File: config.mk
export PLATFORM = sky130hd
export DESIGN_NAME = cvtf_gain_div
export DESIGN_NICKNAME = d
export VERILOG_FILES = /design/src/design/cvtf_pkg.sv /design/src/design/cvtf_gain_div.sv
export SDC_FILE = /design/constraint.sdc
export NUM_CORES = 1
export LEC_CHECK = 0
export ABC_AREA = 1
export BUFFER_PORTS_ARGS = -buffer_cell sky130_fd_sc_hd__buf_2
export CORE_ASPECT_RATIO = 0.6
export CORE_MARGIN = 2
export CORE_UTILIZATION = 48
export DETAILED_ROUTE_END_ITERATION = 10
export PLACE_DENSITY = 0.81
export REMOVE_ABC_BUFFERS = 1
export SLEW_MARGIN = 20
export SYNTH_ARGS = -nofsm -noshare
export SYNTH_HDL_FRONTEND = slang
export SYNTH_SLANG_ARGS = --single-unit
File: constraint.sdc
create_clock -name clk -period 2.45 [get_ports clk]
set_clock_uncertainty 0.05 [all_clocks]
set_input_delay 0.245 -clock clk [delete_from_list [all_inputs] [get_ports clk]]
set_output_delay 0.245 -clock clk [all_outputs]
set_load 0.02 [all_outputs]
File: src/design/cvtf_pkg.sv
`timescale 1ns / 1ps
`default_nettype none
// -----------------------------------------------------------------------------
// cvtf_pkg
// Shared types, widths and saturation helpers of the constant-velocity
// track filter.
// -----------------------------------------------------------------------------
package cvtf_pkg;

  localparam int DATA_W = 32;
  localparam int PROD_W = 66;   // 33 x 33 signed product

  localparam logic CMD_START  = 1'b0;
  localparam logic CMD_UPDATE = 1'b1;

  localparam logic CFG_PROCESS_NOISE     = 1'b0;
  localparam logic CFG_MEASUREMENT_NOISE = 1'b1;

  typedef struct packed {
    logic               cmd;
    logic [3:0]         slot;
    logic signed [31:0] meas_pos_x;
    logic signed [31:0] meas_pos_y;
    logic signed [31:0] meas_vel_x;
    logic signed [31:0] meas_vel_y;
    logic [31:0]        time_step;
  } item_t;

  typedef struct packed {
    logic [3:0]         out_slot;
    logic signed [31:0] est_x;
    logic signed [31:0] est_y;
    logic signed [31:0] est_vx;
    logic signed [31:0] est_vy;
    logic [31:0]        var_x;
    logic [31:0]        var_y;
  } result_t;

  typedef struct packed {
    logic signed [31:0] pos_x;
    logic signed [31:0] pos_y;
    logic signed [31:0] vel_x;
    logic signed [31:0] vel_y;
    logic [31:0]        pos_var_x;
    logic [31:0]        pos_var_y;
    logic [31:0]        vel_var_x;
    logic [31:0]        vel_var_y;
    logic [31:0]        cross_x;
    logic [31:0]        cross_y;
  } entry_t;

  typedef struct packed {
    logic        start;
    logic [31:0] var_p;
    logic [32:0] den;
  } div_req_t;

  function automatic logic [31:0] sat_u32(input logic signed [PROD_W-1:0] v);
    logic [31:0] r;
    if (v < 0) begin
      r = '0;
    end else if (v > $signed({34'd0, 32'hFFFF_FFFF})) begin
      r = 32'hFFFF_FFFF;
    end else begin
      r = v[31:0];
    end
    return r;
  endfunction

  function automatic logic signed [31:0] sat_s32(input logic signed [PROD_W-1:0] v);
    logic signed [31:0] r;
    if (v > $signed({34'd0, 32'h7FFF_FFFF})) begin
      r = 32'sh7FFF_FFFF;
    end else if (v < $signed({{34{1'b1}}, 32'h8000_0000})) begin
      r = 32'sh8000_0000;
    end else begin
      r = v[31:0];
    end
    return r;
  endfunction

endpackage
`default_nettype wire

File: src/design/cvtf_gain_div.sv
`timescale 1ns / 1ps
`default_nettype none
// -----------------------------------------------------------------------------
// cvtf_gain_div
// Restoring divider for the gain k = (P << F) / den, one quotient bit per
// cycle. P never exceeds den, so F+1 quotient bits suffice.
// -----------------------------------------------------------------------------
module cvtf_gain_div #(
  parameter int FRAC_BITS = 16,
  localparam int KW = FRAC_BITS + 1
) (
  input  wire                 clk,
  input  wire                 rst,
  input  cvtf_pkg::div_req_t  req,
  output logic                done,
  output logic [KW-1:0]       k
);

  localparam int CNT_W = $clog2(KW);

  logic            busy;
  logic [33:0]     rem;
  logic [32:0]     den_q;
  logic [CNT_W-1:0] cnt;
  logic            ge;
  logic [33:0]     rem_sub;

  assign ge      = rem >= {1'b0, den_q};
  assign rem_sub = ge ? (rem - {1'b0, den_q}) : rem;

  always_ff @(posedge clk) begin
    if (rst) begin
      busy <= 1'b0;
      done <= 1'b0;
    end else begin
      done <= 1'b0;
      if (req.start) begin
        if (req.den == '0) begin
          done <= 1'b1;      // zero denominator: gain is zero
        end else begin
          busy <= 1'b1;
        end
      end else if (busy && cnt == '0) begin
        busy <= 1'b0;
        done <= 1'b1;
      end
    end
  end

  always_ff @(posedge clk) begin
    if (req.start) begin
      rem   <= {2'b00, req.var_p};
      den_q <= req.den;
      k     <= '0;
      cnt   <= CNT_W'(FRAC_BITS);
    end else if (busy) begin
      k   <= {k[KW-2:0], ge};
      rem <= {rem_sub[32:0], 1'b0};
      cnt <= cnt - 1'b1;
    end
  end

endmodule
`default_nettype wire

==> results summary <==
The flow ran to the end, but the final reports show violations. The final reports fail on setup timing. The worst path in the final design needs a cycle of 2.49 ns, including I/O delays and setup. The remaining design rule violation count is 0. The number of antenna violations at the first check in global routing came to 0. The netlist area before placement came out at about 6000 µm². The share of flip-flops with an asynchronous set or reset after synthesis is 0%. The layout-stage area growth over the synthesis result came out at 33.3%. The core region is approximately 12000 µm². The number of iterations in the first detailed-routing pass is 5. The first global-routing pass estimated 27800 µm of wire. The area share of the leading cell type in the synthesized netlist came out at 31.9%.

Timing analysis after detailed placement gives a worst setup slack of -0.0608 ns. The I/O pin count is 86. The number of max-cap violations is 0.

The post-route worst hold slack came out at approximately 0.027 ns. The final layout contains routed wiring with a total length of 19000 µm. The final design area excluding fillers came out at 8160 µm². The design draws a little over 7 mW. The worst path setup slack after routing came out at -0.0364 ns.

By area the synthesized netlist is led by edfxtp_1 32%, nand2_1 16%, inv_1 8.7%, dfxtp_1 8.5%, ha_1 6.9%. Clock-pin slew was measured on the worst setup and hold paths at 0.08 ns. In this run the number of H-tree levels came out at 3. The largest area contributor in the netlist is edfxtp_1. The library cell used most frequently in the layout, excluding fill and tap cells, is nand2_1. The worst supply voltage drop on vdd is 0.412 mV. Timing would allow up to approximately 0.40 GHz. After filler insertion, the fill cell instance count of the layout stands at 1058.

The wire length per cell is around 16 µm. The number of vias per cell came out at 5.25. Summing all placed instances gives a cell area of 7160 µm². The filler-free cell count of the finished design came out at 1167. The cell sitting at the root of the clock tree is a clkbuf_16. The hold violation total from the final report is 0. The count of yosys warnings during synthesis came out at 0. The antenna violation net count after detailed routing came out at 0.

The number of DRC violations after detailed-routing iteration 0 is 640. The number of core rows came out at 31. The half-perimeter wire length after detailed placement is ~14000 µm. The final antenna diode count came out at 0. The areal power density over the cells came out at just under 900 nW/µm².

The number of standard cells after synthesis came out at ~840. The worst setup path is launched from a flip-flop. The via count of the first global-routing pass is roughly 5400.

Setup violations remaining at the end of the flow were counted as 1. The required time reported for the critical path endpoint is about 2.5 ns. The fraction of the yosys area taken by sequential cells came out at a little over 40%. Clock tree synthesis inserted a total of 9 buffers. The flop and latch count out of synthesis is 91.

Buffers inserted to repair hold after CTS numbered 0. The vertical die dimension is 91.5 µm. After global routing the overflow that remains totals 0. The library cells used most frequently in the layout, excluding fill and tap cells, are 231 x nand2_1, 139 x inv_1, 85 x buf_2. The clock insertion delay at the later pin of the skew report came out at 0.35 ns. TritonCTS built the clock tree.

The critical path is of the reg -> reg type. The net count of the finished layout is 1100. The worst-path maximum fanout came out at 16. In this run, synthesis inferred 65 flip-flops with an integrated enable. The final cycle utilization of the critical path came out at 101%. The fraction of layout cells with a size suffix above 1 came out at 28.1%.

Setup repair after global routing could not meet its margin everywhere. In this run, placement finished with an instance count of 1135. The unique cell type count in the Yosys netlist is 39. At the worst endpoint, the arrival time is 2.51 ns. The clock passes through at most 2 buffers. Among all flip-flop cells after synthesis, the most frequent one is edfxtp_1. The min-delay analysis places its worst path in the category in -> reg. The total routing resource utilization after global routing is 26.6%.

The die covers approximately 14000 µm². Routability-driven placement finished with a final weighted congestion of between 0.9 and 1. The synthesized area divided by synthesized cell count came out at 7.32 µm². The slew of the pin with the lowest slew margin came out at approximately 0.59 ns. The number of I/O port buffers came out at 85.

The kind of end point of the critical path is a flip-flop. The max-slew violation total from the final report came out at 0. The overall via count from detail_route came out at 6128.

The pin count of the biggest net entering global routing came out at 67. The die is between 100 and 150 µm wide. The number of clock sinks is 91. The worst relative slew slack came out at approximately 61%. The effective utilization at floorplan came out at 50.0%.

The total leakage power is 3.94 nW.
-- kinds of logic after synthesis --
family / count (synthesis) / synth area share [%]
simple gates: 421 / 29.4
xor+xnor: 16 / 2.29
flops: 91 / 40.4
buf+inv: 164 / 10.8
compound gates: 109 / 9.91
fa+ha+maj: 35 / 7.27
-- layer usage --
layer | wire length, µm | track usage (%) | share of wire [%]
met5 | 0 | 0 | 0
met4 | 126 | 2.83 | 0.66
met3 | 1850 | 6.93 | 9.7
met2 | 7240 | 33.8 | 38
met1 | 9810 | 44.6 | 52
-- final timing paths --
kind	cells past startpoint	endpoint	slack (ns)	from
worst max-delay path	15	rem[9]$_DFFE_PP_	-0.04	rem[5]$_DFFE_PP_
worst min register to register	2	k[16]$_SDFFE_PP0P_	0.42	k[16]$_SDFFE_PP0P_
worst min-delay path	1	den_q[21]$_DFFE_PP_	0.03	req[21]
worst max register to register	15	rem[9]$_DFFE_PP_	-0.04	rem[5]$_DFFE_PP_
-- synthesized netlist by cell type (5+ instances only) --
library cell and n:
or2_1 10, xnor2_1 13, nand2_2 5, nand4_1 7, edfxtp_1 65, o21ai_1 25
nor4_1 6, dfxtp_1 26, nor2_1 70, clkbuf_1 6, ha_1 34, nand3_1 45
a21oi_1 35, o211ai_1 6, o22ai_1 16, inv_1 142, nand2_1 256, o21ai_0 17
o21bai_1 7, buf_6 6, nor3_1 8
-- sequential cells by signal, summed over array words and instances, names as in the netlist --
name / count
rem: 34
den_q: 33
k: 17
cnt: 5
busy: 1
done: 1
-- per-stage QoR --
| stage | TNS (ns) | utilization [%] |
|---|---|---|
| 4_1_cts | 0 | 61.8 |
| 6_report | -0.0364 | 66.6 |
| 2_1_floorplan | 0 | - |
| 3_3_place_gp | -0.0756 | 58.4 |
| 3_5_place_dp | -0.162 | 58.4 |
| 5_1_grt | -1.50 | 66.6 |
-- critical path, stage by stage, from the launching register on --
cell and delay [ns]:
edfxtp_1 0.45, ha_4 0.33, nand2_2 0.09, inv_1 0.12, nand2_1 0.08, nand2_1 0.07, nand2_1 0.06, nand3_2 0.09
nand2_2 0.05, nand2_2 0.09, nand3_4 0.11, nand2_8 0.16, buf_12 0.15, nand2_1 0.05, o211ai_1 0.08, nand2_1 0.16
-- power by group --
| group | total (mW) | leakage, nW | switching, mW | internal [mW] |
|---|---|---|---|---|
| registers | 2.04 | 0.861 | 0.155 | 1.89 |
| clock network | 1.42 | 0.148 | 0.696 | 0.727 |
| logic | 3.60 | 2.93 | 2.02 | 1.57 |
| total | 7.06 | 3.94 | 2.88 | 4.18 |
-- final cells by class --
cell class	instances	area, µm²	area share [%]
inverter	149	562	6.88
clock buffer	9	225	2.76
tap	165	206	2.53
timing repair buffer	165	1110	13.6
sequential	91	2470	30.3
multi-input combinational	581	3510	43.0
clock inverter	7	78.8	0.966
-- what timing repair did --
item,CTS,global route
gates cloned,0,2
setup endpoints to repair,13,33
pin swaps,3,35
buffers inserted,1,13
gates resized for setup,13,87
Note: power is estimated with default switching activity, not from simulation.
